**src/hw/rtl/c2e_pkg.sv**
```systemverilog
`default_nettype none
// ----------------------------------------------------------------------------
// c2e_pkg
// Shared types, constants and lookup functions for the calendar to epoch
// seconds converter.
// ----------------------------------------------------------------------------
package c2e_pkg;

	localparam int unsigned SecsYear     = 31536000;
	localparam int unsigned SecsDay      = 86400;
	localparam int unsigned SecsHour     = 3600;
	localparam int unsigned SecsMinute   = 60;
	localparam int unsigned Secs1970To2000 = 946684800;
	localparam int unsigned CenturyOffset  = 100;

	localparam int SecW     = 6;
	localparam int MinW     = 6;
	localparam int HourW    = 5;
	localparam int DayW     = 5;
	localparam int MonW     = 4;
	localparam int YearW    = 7;
	localparam int EpochW   = 32;
	localparam int MonSecsW = 25;
	localparam int DaySecsW = 22;
	localparam int TodW     = 17;
	localparam int InDataW  = 40;

	localparam logic [MonW-1:0] MonFeb = 4'd2;
	localparam logic [MonW-1:0] MonDec = 4'd12;

	typedef logic [MonSecsW-1:0] mon_secs_arr_t [16];

	// seconds from Jan 1 to the first of each month, non-leap year, indexed by month
	localparam mon_secs_arr_t MonthStartSecs = '{
		25'd0,        25'd0,        25'd2678400,  25'd5097600,
		25'd7776000,  25'd10368000, 25'd13046400, 25'd15638400,
		25'd18316800, 25'd20995200, 25'd23587200, 25'd26265600,
		25'd28857600, 25'd0,        25'd0,        25'd0
	};

	typedef struct packed {
		logic [SecW-1:0]  second;
		logic [MinW-1:0]  minute;
		logic [HourW-1:0] hour;
		logic [DayW-1:0]  day_of_month;
		logic [MonW-1:0]  month;
		logic [YearW-1:0] year_offset;
	} reading_t;

	typedef struct packed {
		logic [EpochW-1:0]   year_secs;
		logic [MonSecsW-1:0] month_secs;
		logic [DaySecsW-1:0] day_secs;
		logic [TodW-1:0]     tod_secs;
		logic                invalid;
	} terms_t;

	function automatic logic is_leap(input logic [YearW-1:0] off);
		return (off[1:0] == 2'b00) && (off != YearW'(CenturyOffset));
	endfunction

	// seconds from 1970 to Jan 1 of year 2000 + off
	function automatic logic [EpochW-1:0] year_start_secs(input logic [YearW-1:0] off);
		logic [YearW-2:0]  leaps;
		logic [63:0]       acc;
		// off+3 reaches 130 for the largest offsets, so the sum is one bit wider
		leaps = (YearW-1)'(({1'b0, off} + 8'd3) >> 2);
		if (off > YearW'(CenturyOffset))
			leaps = leaps - 1'b1;
		acc = 64'(Secs1970To2000) + 64'(off) * 64'(SecsYear) + 64'(leaps) * 64'(SecsDay);
		return acc[EpochW-1:0];
	endfunction

endpackage : c2e_pkg
`default_nettype wire

```
**src/hw/rtl/calendar_to_epoch_seconds_top.sv**
```systemverilog
`default_nettype none
// ----------------------------------------------------------------------------
// calendar_to_epoch_seconds_top
// Converts one real-time-clock reading into seconds since 1970-01-01.
// ----------------------------------------------------------------------------
// Usage:
//   s_* carries one reading per item; m_* carries one result per item.
//   Every accepted reading gives exactly one result, in order.
//   Pipeline: input register, lookup/scale register, sum register.
//   With no stall the reading moves through the three registers in turn,
//   and m_tvalid rises when it is held in the sum register.
//   Throughput is one item per cycle while m_tready is high; the three stages
//   work on three items at once and each stage moves when the one after it is free.
//   When the receiver holds m_tready low, the result stays on m_tdata and
//   m_tuser, the stages behind it fill, and s_tready drops once all are full.
//   s_tready is high whenever m_tready is high.
//   Reset clears all stage valid flags; no result is shown until a new
//   reading is accepted.
//   A month of zero or above 12, or a day of zero, sets m_tuser and gives zero seconds.
// ----------------------------------------------------------------------------
module calendar_to_epoch_seconds_top
	import c2e_pkg::*;
(
	input  wire logic               clk,
	input  wire logic               arst_n,
	input  wire logic               s_tvalid,
	output logic                    s_tready,
	// second[5:0], minute[11:6], hour[16:12], day_of_month[21:17],
	// month[25:22], year_offset[32:26], zero fill[39:33]
	input  wire logic [InDataW-1:0] s_tdata,
	output logic                    m_tvalid,
	input  wire logic               m_tready,
	// epoch_seconds[31:0]
	output logic [EpochW-1:0]       m_tdata,
	// invalid[0]
	output logic                    m_tuser
);

	logic     v1_q, v2_q, v3_q;
	logic     en1, en2, en3;
	reading_t rd_s1;
	terms_t   terms_s2;

	assign en3 = !v3_q || m_tready;
	assign en2 = !v2_q || en3;
	assign en1 = !v1_q || en2;
	assign s_tready = en1;
	assign m_tvalid = v3_q;

	always_ff @(posedge clk or negedge arst_n) begin
		if (!arst_n) begin
			v1_q <= 1'b0;
			v2_q <= 1'b0;
			v3_q <= 1'b0;
		end else begin
			if (en1) v1_q <= s_tvalid;
			if (en2) v2_q <= v1_q;
			if (en3) v3_q <= v2_q;
		end
	end

	always_ff @(posedge clk) begin
		if (en1 && s_tvalid) begin
			rd_s1.second       <= s_tdata[5:0];
			rd_s1.minute       <= s_tdata[11:6];
			rd_s1.hour         <= s_tdata[16:12];
			rd_s1.day_of_month <= s_tdata[21:17];
			rd_s1.month        <= s_tdata[25:22];
			rd_s1.year_offset  <= s_tdata[32:26];
		end
	end

	c2e_scale u_scale (
		.clk      (clk),
		.en       (en2 && v1_q),
		.rd       (rd_s1),
		.terms_s2 (terms_s2)
	);

	c2e_sum u_sum (
		.clk        (clk),
		.en         (en3 && v2_q),
		.terms      (terms_s2),
		.epoch_s3   (m_tdata),
		.invalid_s3 (m_tuser)
	);

endmodule : calendar_to_epoch_seconds_top
`default_nettype wire

```
**src/hw/rtl/c2e_scale.sv**
```systemverilog
`default_nettype none
// ----------------------------------------------------------------------------
// c2e_scale
// Second stage: year and month lookups, validity check, and scaling of the
// day and time-of-day fields into seconds.
// ----------------------------------------------------------------------------
module c2e_scale
	import c2e_pkg::*;
(
	input  wire logic     clk,
	input  wire logic     en,
	input  wire reading_t rd,
	output terms_t        terms_s2
);

	terms_t                nxt;
	logic [MonSecsW-1:0]   mon_base;
	logic [DayW-1:0]       day_m1;
	logic                  bad;

	always_comb begin
		bad = (rd.month == '0) || (rd.month > MonDec) || (rd.day_of_month == '0);
		mon_base = MonthStartSecs[rd.month];
		// leap day counts once february is over
		if (is_leap(rd.year_offset) && (rd.month > MonFeb))
			mon_base = mon_base + MonSecsW'(SecsDay);
		day_m1 = rd.day_of_month - DayW'(1);

		nxt.year_secs  = year_start_secs(rd.year_offset);
		nxt.month_secs = mon_base;
		nxt.day_secs   = DaySecsW'(32'(day_m1) * SecsDay);
		nxt.tod_secs   = TodW'(32'(rd.hour) * SecsHour + 32'(rd.minute) * SecsMinute
			+ 32'(rd.second));
		nxt.invalid    = bad;
	end

	always_ff @(posedge clk) begin
		if (en)
			terms_s2 <= nxt;
	end

endmodule : c2e_scale
`default_nettype wire

```
**src/hw/rtl/c2e_sum.sv**
```systemverilog
`default_nettype none
// ----------------------------------------------------------------------------
// c2e_sum
// Final stage: adds the scaled terms into the 32-bit epoch count, forcing
// zero on an invalid reading.
// ----------------------------------------------------------------------------
module c2e_sum
	import c2e_pkg::*;
(
	input  wire logic               clk,
	input  wire logic               en,
	input  wire terms_t             terms,
	output logic [EpochW-1:0]       epoch_s3,
	output logic                    invalid_s3
);

	logic [EpochW-1:0] total;

	always_comb begin
		total = terms.year_secs + EpochW'(terms.month_secs) + EpochW'(terms.day_secs)
			+ EpochW'(terms.tod_secs);
	end

	always_ff @(posedge clk) begin
		if (en) begin
			epoch_s3   <= terms.invalid ? '0 : total;
			invalid_s3 <= terms.invalid;
		end
	end

endmodule : c2e_sum
`default_nettype wire

```
**config.mk**
```make
export PLATFORM = sky130hd
export DESIGN_NAME = calendar_to_epoch_seconds_top
export DESIGN_NICKNAME = d
export VERILOG_FILES = /design/src/hw/rtl/c2e_pkg.sv /design/src/hw/rtl/calendar_to_epoch_seconds_top.sv /design/src/hw/rtl/c2e_scale.sv /design/src/hw/rtl/c2e_sum.sv
export SDC_FILE = /design/constraint.sdc
export NUM_CORES = 1
export LEC_CHECK = 0
export BUFFER_PORTS_ARGS = -buffer_cell sky130_fd_sc_hd__buf_4
export CAP_MARGIN = 20
export CORE_UTILIZATION = 57
export CTS_CLUSTER_DIAMETER = 50
export CTS_CLUSTER_SIZE = 20
export DETAILED_ROUTE_END_ITERATION = 10
export GPL_ROUTABILITY_DRIVEN = 0
export PLACE_DENSITY_LB_ADDON = 0.1
export RECOVER_POWER = 25
export SYNTH_ARGS = -nofsm -noshare
export SYNTH_HDL_FRONTEND = slang
export SYNTH_SLANG_ARGS = --single-unit
```
**constraint.sdc**
```tcl
create_clock -name clk -period 6.8 [get_ports clk]
set_input_delay 1.7 -clock clk [delete_from_list [all_inputs] [get_ports clk]]
set_output_delay 1.7 -clock clk [all_outputs]
set_load 0.005 [all_outputs]
```
==> metrics.txt, run 1 <==
# TYPE chip_impl_metric gauge
chip_impl_info{name="hold_path.class",value="flip-flop to flip-flop"} 1
chip_impl_info{name="timing.setup.critical_path_class",value="flip-flop to flip-flop"} 1
chip_impl_metric{name="antenna_cells",unit=""} 0
chip_impl_metric{name="average_wire_per_cell_in_the_routed_design",unit="um"} 15.36
chip_impl_metric{name="syn_area_per_cell",unit="sq um"} 10.67
chip_impl_metric{name="drv.max_cap_violation_count",unit=""} 1
chip_impl_metric{name="slew_headroom",unit="%"} -9.508
chip_impl_metric{name="boundaryPins",unit=""} 79
chip_impl_metric{name="cts_buffers",unit=""} 17
chip_impl_metric{name="grt_first_pass_wirelength",unit="mm"} 42.76
chip_impl_metric{name="number_of_sinks_handled_by_clock_tree_synthesis",unit=""} 145
chip_impl_metric{name="final_max_slew_viol_count",unit=""} 34
chip_impl_metric{name="hold_viol_final",unit=""} 0
chip_impl_metric{name="synth_edf_count",unit=""} 142
chip_impl_metric{name="setup_viol",unit=""} 0
chip_impl_metric{name="worstMarginPinSlew",unit="ns"} 1.643
chip_impl_metric{name="numPortBuffers",unit=""} 71
chip_impl_metric{name="clk-insertion-delay-late",unit="ns"} 0.42
chip_impl_metric{name="final_core_util",unit="%"} 66.28
chip_impl_metric{name="worst_ep_arrival_time",unit="ns"} 6.66
chip_impl_metric{name="grt_pass1_vias",unit=""} 8932
chip_impl_metric{name="htreeDepth",unit=""} 4
chip_impl_metric{name="drive_above_1_share",unit="%"} 12.08
chip_impl_metric{name="post-synth-top-area-fraction",unit="%"} 31.69
chip_impl_metric{name="clockBufferDepth",unit=""} 2
chip_impl_metric{name="max_fanout_on_critical_path",unit=""} 5
chip_impl_info{name="crit_path_top_delay_cell",value="sky130_fd_sc_hd__edfxtp_1"} 1
chip_impl_metric{name="core",unit="sq um"} 22920
chip_impl_metric{name="synthesis.instances",unit=""} 1261
chip_impl_metric{name="std_cell_rows",unit=""} 55
chip_impl_metric{name="grt_util_met1",unit="%"} 33.44
chip_impl_info{name="cpLargestDelayFamily",value="compound AO/OA/AOI/OAI gates"} 1
chip_impl_metric{name="effective_utilization_at_floorplan",unit="%"} 58.72
chip_impl_info{name="cts-root-buf",value="sky130_fd_sc_hd__clkbuf_16"} 1
chip_impl_metric{name="global_route.usage.total",unit="%"} 22.51
chip_impl_info{name="synth-main-ff-cell",value="sky130_fd_sc_hd__edfxtp_1"} 1
chip_impl_info{name="critical_path.most_common_cell",value="sky130_fd_sc_hd__ha_1"} 1
chip_impl_metric{name="number_of_antenna_violations_at_the_first_check_in_global_routing",unit=""} 0
chip_impl_metric{name="synthDistinctLibCells",unit=""} 69
chip_impl_metric{name="clkTransAtPathRegs",unit="ns"} 0.07
chip_impl_metric{name="fmax",unit="MHz"} 153.9
chip_impl_metric{name="crit_buf_inv",unit=""} 3
chip_impl_metric{name="global_route.overflow_total",unit=""} 0
chip_impl_metric{name="dr.pass1.iters",unit=""} 7
chip_impl_info{name="globalRoute.busiestLayer",value="met2"} 1
chip_impl_metric{name="detailedPlacementHpwl",unit="mm"} 20.97
chip_impl_metric{name="synth.ff_latch_count",unit=""} 145
chip_impl_metric{name="holdWs",unit="ns"} 0.4305
chip_impl_metric{name="cts_hold_buffers",unit=""} 0
chip_impl_info{name="tritoncts_clock_tree",value="built"} 1
chip_impl_info{name="worstSetupEndpointType",value="flip-flop"} 1
chip_impl_metric{name="die_x",unit="um"} 155.6
chip_impl_metric{name="route.final.wire_length",unit="mm"} 26.04
chip_impl_info{name="outcome",value="finished with violations"} 1
chip_impl_metric{name="nNetsFinal",unit=""} 1728
chip_impl_info{name="synth_top_cells_by_area",value="sky130_fd_sc_hd__edfxtp_1 (32%), sky130_fd_sc_hd__ha_1 (23%), sky130_fd_sc_hd__fa_1 (9.8%)"} 1
chip_impl_metric{name="postSynth.asyncResetShare",unit="%"} 2.069
chip_impl_metric{name="grt_max_degree",unit=""} 77
chip_impl_metric{name="netlist_area",unit="sq um"} 13460
chip_impl_metric{name="grt_use_met3",unit="%"} 3.333
chip_impl_metric{name="slowest_stage_delay_cp",unit="ns"} 0.51
chip_impl_metric{name="synth_sequential_area_ratio",unit="%"} 32.25
chip_impl_info{name="synthDominantAreaCellType",value="sky130_fd_sc_hd__edfxtp_1"} 1
chip_impl_metric{name="die_area",unit="sq um"} 24220
chip_impl_metric{name="antenna_violating_nets_post_route",unit=""} 0
chip_impl_metric{name="final.setup_skew",unit="ns"} 0.01427
chip_impl_metric{name="detail_route.drc_violations",unit=""} 0
chip_impl_metric{name="syn-num-nets",unit=""} 1619
chip_impl_metric{name="final_cycle_utilization_of_the_critical_path",unit="%"} 95.58
chip_impl_metric{name="routed_via_density",unit=""} 5.428
chip_impl_metric{name="met2_track_utilization_from_global_routing",unit="%"} 34.66
chip_impl_metric{name="endpoint_required_time_on_the_critical_path",unit="ns"} 6.96
chip_impl_metric{name="drt_first_iter_violations",unit=""} 584
chip_impl_metric{name="syn2layout_area_growth",unit="%"} 12.88
chip_impl_metric{name="yosysWarnings",unit=""} 0
chip_impl_info{name="violations",value="capacitance limit, slew limit"} 1
chip_impl_metric{name="final_period_minus_worst_setup_slack",unit="ns"} 6.499
chip_impl_metric{name="route.vias.total",unit=""} 9200
chip_impl_info{name="timing.critical_path.from_type",value="flip-flop"} 1
chip_impl_metric{name="height_of_the_die",unit="um"} 155.6
==> logic make-up after synthesis <==
kind of cell	Yosys count	synth area share [%]
AO/OA/AOI/OAI	246	12.02
buffers and inverters	168	4.724
flip-flops	145	32.25
multiplexers	6	0.4557
AND/OR/NAND/NOR	259	9.606
XOR/XNOR	123	8.062
adder cells (fa/ha/maj)	314	32.88
==> sequential cells by signal (all words and copies together) (netlist names) <==
| register | count |
|---|---|
| rd_s1 | 33 |
| v2_q | 1 |
| v1_q | 1 |
| u_sum.invalid_s3 | 1 |
| u_sum.epoch_s3 | 32 |
| u_scale.terms_s2 | 76 |
| m_tvalid | 1 |
==> timing repair <==
item                                    CTS  global route
endpoints found under the setup margin    0            10
resized for setup                         0            17
buffers inserted                          0             4
==> area by class of cell <==
cell class	count	area (sq um)
Multi-Input combinational cell	948	8552
Fill cell	1781	7727
Sequential cell	145	4339
Timing Repair Buffer	103	762.0
Inverter	155	581.8
Clock buffer	17	425.4
Tap cell	313	391.6
Clock inverter	14	136.4
==> cell usage after synthesis (6+ instances only) <==
cell type / number
sky130_fd_sc_hd__o211ai_1: 8
sky130_fd_sc_hd__xnor2_1: 84
sky130_fd_sc_hd__o21a_1: 19
sky130_fd_sc_hd__clkbuf_1: 7
sky130_fd_sc_hd__a31oi_1: 9
sky130_fd_sc_hd__o21bai_1: 18
sky130_fd_sc_hd__edfxtp_1: 142
sky130_fd_sc_hd__nand2b_1: 20
sky130_fd_sc_hd__xor2_1: 38
sky130_fd_sc_hd__nor3_1: 18
sky130_fd_sc_hd__a211oi_1: 9
sky130_fd_sc_hd__nor2_1: 73
sky130_fd_sc_hd__fa_1: 66
sky130_fd_sc_hd__ha_1: 248
sky130_fd_sc_hd__and2_1: 9
sky130_fd_sc_hd__or3_1: 11
sky130_fd_sc_hd__nand3_1: 21
sky130_fd_sc_hd__o21ai_1: 6
sky130_fd_sc_hd__a21oi_1: 75
sky130_fd_sc_hd__a21o_1: 17
sky130_fd_sc_hd__nand2_1: 51
sky130_fd_sc_hd__inv_1: 153
sky130_fd_sc_hd__o21ai_0: 42
sky130_fd_sc_hd__nor2b_1: 34
==> worst paths after layout <==
path                                           from                        endpoint  slack, ns  cells after the start
worst min-delay path            rd_s1[27]$_DFFE_PP_   u_scale.terms_s2[1]$_DFFE_PP_       0.43                      0
max in group asynchronous                    arst_n            m_tvalid$_DFFE_PN0P_       5.57                      1
worst max register to register   rd_s1[3]$_DFFE_PP_  u_scale.terms_s2[90]$_DFFE_PP_       0.30                     29
min in group asynchronous                    arst_n                v1_q$_DFFE_PN0N_       1.08                      1
worst min register to register  rd_s1[27]$_DFFE_PP_   u_scale.terms_s2[1]$_DFFE_PP_       0.43                      0
worst max-delay path             rd_s1[3]$_DFFE_PP_  u_scale.terms_s2[90]$_DFFE_PP_       0.30                     29
==> placed cells by master, fill, tap and decap left out, drive strengths merged, types with 3 or more instances in the layout <==
master and instances:
nand4 5, dfrtp 3, nand2b 20, nor2 73, xnor2 85, and2 9
mux2i 5, a21o 17, a211oi 12, nor3b 3, o21bai 18, o31ai 4
or3 11, nor2b 34, nand2 51, clkinv 4, nor3 20, nand3b 3
o311ai 3, o21ai 49, o22ai 5, clkbuf 54, buf 66, inv 164
fa 66, o21a 19, a21oi 79, a31oi 9, a21boi 3, edfxtp 142
o211ai 8, ha 248, xor2 38, o31a 3, nand3 21
==> metrics by stage <==
step,area (sq um),cells,setup TNS (ns),setup slack [ns]
after detailed placement,14530,1659,0,0.1434
final,15190,1695,0,0.3008
after global routing,15190,1695,-0.2105,-0.07294
after floorplan,13460,1261,0,0.4443
after global placement,14530,1659,0,0.2729
after CTS,15090,1690,0,0.08565
==> worst register-to-register path: cells and delay by family (launching register included) <==
family                     cells  cell delay (ns)
muxes                          1             0.20
and+or+nand+nor                7             0.98
xor gates and xnor gates       4             0.78
buffers and inverters          3             0.25
AOI/OAI and AO/OA              9             1.92
adders and majority gates      5             1.62
DFF                            1             0.51
==> per-layer routing <==
metal,vias to the layer above,part of all wire (%),wire [um]
li1,4656,-,-
met1,4332,52,13450
met2,188,42,11030
met3,24,4.8,1248
met4,0,1.2,312
met5,-,0,0
Power of run 1 is left out: the tool's default activity adds up to more than one toggle a clock period on the data nets, which glitch-free logic cannot reach.
==> run 2: changes to the inputs <==
CORE_UTILIZATION = 58   (was 57)
clock period = 7.25 ns   (was 6.8 ns; I/O delays follow)
==> run 2 against run 1 <==
Effect of this change: the flow still finishes with violations (capacitance limit, slew limit); setup slack gained 0.11 ns; routed wire length down 1.4%; cell count down 2.4%; sequential share of layout area grew 0.33 points; clock skew up 0.0047 ns; register-to-register slack gained 0.11 ns; core utilization fell by 0.17 points; critical endpoint is now u_scale.terms_s2[95]$_DFFE_PP_; largest cell class unchanged.
==> metrics.txt, run 2 (synthesized netlist as in run 1, its figures left out) <==
# TYPE chip_impl_metric gauge
chip_impl_info{name="outcome",value="finished with violations"} 1
chip_impl_info{name="violations",value="capacitance limit, slew limit"} 1
chip_impl_metric{name="final_cycle_utilization_of_the_critical_path",unit="%"} 94.38
chip_impl_info{name="cts-root-buf",value="sky130_fd_sc_hd__clkbuf_16"} 1
chip_impl_info{name="worstReg2RegStart",value="rd_s1[1]$_DFFE_PP_"} 1
chip_impl_metric{name="routed_via_density",unit=""} 5.472
chip_impl_info{name="reg2reg_to",value="u_scale.terms_s2[95]$_DFFE_PP_"} 1
chip_impl_metric{name="die_area",unit="sq um"} 23810
chip_impl_metric{name="antenna_violating_nets_post_route",unit=""} 0
chip_impl_metric{name="dpl.cell_count",unit=""} 1616
chip_impl_info{name="hold_path.class",value="flip-flop to flip-flop"} 1
chip_impl_metric{name="boundaryPins",unit=""} 79
chip_impl_metric{name="drive_above_1_share",unit="%"} 10.66
chip_impl_metric{name="final_period_minus_worst_setup_slack",unit="ns"} 6.843
chip_impl_info{name="timing.critical_path.from_type",value="flip-flop"} 1
chip_impl_metric{name="rrSetupSlack",unit="ns"} 0.41
chip_impl_info{name="critical_path.most_common_cell",value="sky130_fd_sc_hd__ha_1"} 1
chip_impl_metric{name="clk-insertion-delay-late",unit="ns"} 0.43
chip_impl_metric{name="cts_hold_buffers",unit=""} 0
chip_impl_info{name="crit_path_top_delay_cell",value="sky130_fd_sc_hd__fa_1"} 1
chip_impl_metric{name="clkTransAtPathRegs",unit="ns"} 0.07
chip_impl_info{name="regMostFlops",value="u_scale.terms_s2"} 1
chip_impl_metric{name="route.final.wire_length",unit="mm"} 25.67
chip_impl_metric{name="final_max_slew_viol_count",unit=""} 34
chip_impl_metric{name="route.vias.total",unit=""} 9056
chip_impl_metric{name="grt_max_degree",unit=""} 77
chip_impl_info{name="worstSetupEndpointType",value="flip-flop"} 1
chip_impl_metric{name="number_of_antenna_violations_at_the_first_check_in_global_routing",unit=""} 0
chip_impl_metric{name="largest_register_ffs",unit=""} 76
chip_impl_metric{name="global_route.overflow_total",unit=""} 0
chip_impl_metric{name="slew_headroom",unit="%"} -11.62
chip_impl_info{name="layout_common_cells",value="sky130_fd_sc_hd__ha_1 (247), sky130_fd_sc_hd__inv_1 (151), sky130_fd_sc_hd__edfxtp_1 (142)"} 1
chip_impl_metric{name="final.setup_skew",unit="ns"} 0.01900
chip_impl_metric{name="antenna_cells",unit=""} 0
chip_impl_metric{name="die_x",unit="um"} 154.3
chip_impl_metric{name="std_cell_rows",unit=""} 55
chip_impl_info{name="tritoncts_clock_tree",value="built"} 1
chip_impl_metric{name="fin_cells",unit=""} 1655
chip_impl_metric{name="core",unit="sq um"} 22710
chip_impl_metric{name="fmax",unit="MHz"} 146.1
chip_impl_metric{name="detailedPlacementHpwl",unit="mm"} 20.67
chip_impl_metric{name="nNetsFinal",unit=""} 1715
chip_impl_metric{name="max_fanout_on_critical_path",unit=""} 4
chip_impl_info{name="biggestRegsByFlops",value="u_scale.terms_s2 x76, rd_s1 x33, u_sum.epoch_s3 x32"} 1
chip_impl_metric{name="dr.pass1.iters",unit=""} 5
chip_impl_metric{name="grt_pass1_vias",unit=""} 8695
chip_impl_metric{name="drv.max_cap_violation_count",unit=""} 1
chip_impl_metric{name="grt_first_pass_wirelength",unit="mm"} 42.32
chip_impl_metric{name="detail_route.drc_violations",unit=""} 0
chip_impl_metric{name="global_route.usage.total",unit="%"} 22.71
chip_impl_info{name="layout_commonest_cell",value="sky130_fd_sc_hd__ha_1"} 1
chip_impl_metric{name="syn2layout_area_growth",unit="%"} 11.58
chip_impl_metric{name="numPortBuffers",unit=""} 71
chip_impl_metric{name="number_of_sinks_handled_by_clock_tree_synthesis",unit=""} 145
chip_impl_metric{name="slowest_stage_delay_cp",unit="ns"} 0.51
chip_impl_info{name="critical_path.startpoint",value="rd_s1[1]$_DFFE_PP_"} 1
chip_impl_metric{name="setup_viol",unit=""} 0
chip_impl_metric{name="drt_first_iter_violations",unit=""} 557
chip_impl_metric{name="worstMarginPinSlew",unit="ns"} 1.674
chip_impl_info{name="setup.worst_path.end",value="u_scale.terms_s2[95]$_DFFE_PP_"} 1
chip_impl_metric{name="hold_viol_final",unit=""} 0
chip_impl_metric{name="holdWs",unit="ns"} 0.4284
chip_impl_metric{name="reg2regPathDepth",unit=""} 31
chip_impl_metric{name="endpoint_required_time_on_the_critical_path",unit="ns"} 7.42
chip_impl_metric{name="cts_buffers",unit=""} 17
chip_impl_metric{name="clockBufferDepth",unit=""} 2
chip_impl_metric{name="worst_ep_arrival_time",unit="ns"} 7.02
chip_impl_metric{name="average_wire_per_cell_in_the_routed_design",unit="um"} 15.51
chip_impl_metric{name="effective_utilization_at_floorplan",unit="%"} 59.25
chip_impl_metric{name="height_of_the_die",unit="um"} 154.3
chip_impl_metric{name="htreeDepth",unit=""} 4
chip_impl_info{name="timing.setup.critical_path_class",value="flip-flop to flip-flop"} 1
## run 2: changes by cell type in the layout (fill, tap and decap cells not counted), moves of 2 or more
cell,change
sky130_fd_sc_hd__xor2_1,+3
sky130_fd_sc_hd__a21oi_2,-3
sky130_fd_sc_hd__inv_6,-2
sky130_fd_sc_hd__inv_2,+2
sky130_fd_sc_hd__o21ai_1,-2
sky130_fd_sc_hd__inv_1,-2
sky130_fd_sc_hd__buf_4,-13
sky130_fd_sc_hd__xor2_2,-3
sky130_fd_sc_hd__a21oi_1,+3
sky130_fd_sc_hd__o21ai_0,+3
## run 2: timing repair
action,in CTS,in global routing
setup endpoints to repair,0,7
gates resized for setup,0,5
setup buffers,0,6
## run 2: critical path, delay by kind of cell, from the launching register on
kind	cells	cell delay (ns)
XOR/XNOR	5	1.02
adder cells (fa/ha/maj)	6	1.65
flip-flops	1	0.45
AND/OR/NAND/NOR	4	0.85
buffers and inverters	4	0.34
AO/OA/AOI/OAI	12	2.28
## run 2: area by class of cell
class	count	area (sq um)
sequential	145	4339
clock inverter	14	143.9
clock buffer	18	429.2
tap	285	356.6
multi-input combinational	948	8498
timing repair buffer	90	664.4
fill	1768	7696
inverter	155	581.8
## run 2: worst min-delay path by stage
stage | start | endpoint | cells after the start
2_1_floorplan | rd_s1[27]$_DFFE_PP_ | u_scale.terms_s2[1]$_DFFE_PP_ | 0
3_3_place_gp | rd_s1[28]$_DFFE_PP_ | u_scale.terms_s2[2]$_DFFE_PP_ | 0
3_5_place_dp | rd_s1[28]$_DFFE_PP_ | u_scale.terms_s2[2]$_DFFE_PP_ | 0
4_1_cts | rd_s1[28]$_DFFE_PP_ | u_scale.terms_s2[2]$_DFFE_PP_ | 0
5_1_grt | rd_s1[27]$_DFFE_PP_ | u_scale.terms_s2[1]$_DFFE_PP_ | 0
6_report | rd_s1[27]$_DFFE_PP_ | u_scale.terms_s2[1]$_DFFE_PP_ | 0
## run 2: per-stage QoR
| step | setup TNS (ns) | area [sq um] | setup slack, ns | util [%] |
|---|---|---|---|---|
| finish | 0 | 15010 | 0.4072 | 66.11 |
| detailed placement | 0 | 14390 | 0.2603 | 63.34 |
| global route | -0.01300 | 15010 | -0.01300 | 66.11 |
| floorplan | 0 | 13460 | 0.8943 | - |
| CTS | 0 | 14960 | 0.2277 | 65.87 |
| global placement | 0 | 14390 | 0.3548 | 63.34 |
## run 2: metal layers
metal / share of wire (%) / up-vias / GRT usage, %
met4: 1.5 / 0 / 5.658
met1: 51 / 4203 / 33.87
met5: 0 / - / 0
li1: - / 4638 / -
met2: 42 / 186 / 34.74
met3: 4.9 / 29 / 3.362
Power of run 2 is left out for the same reason.
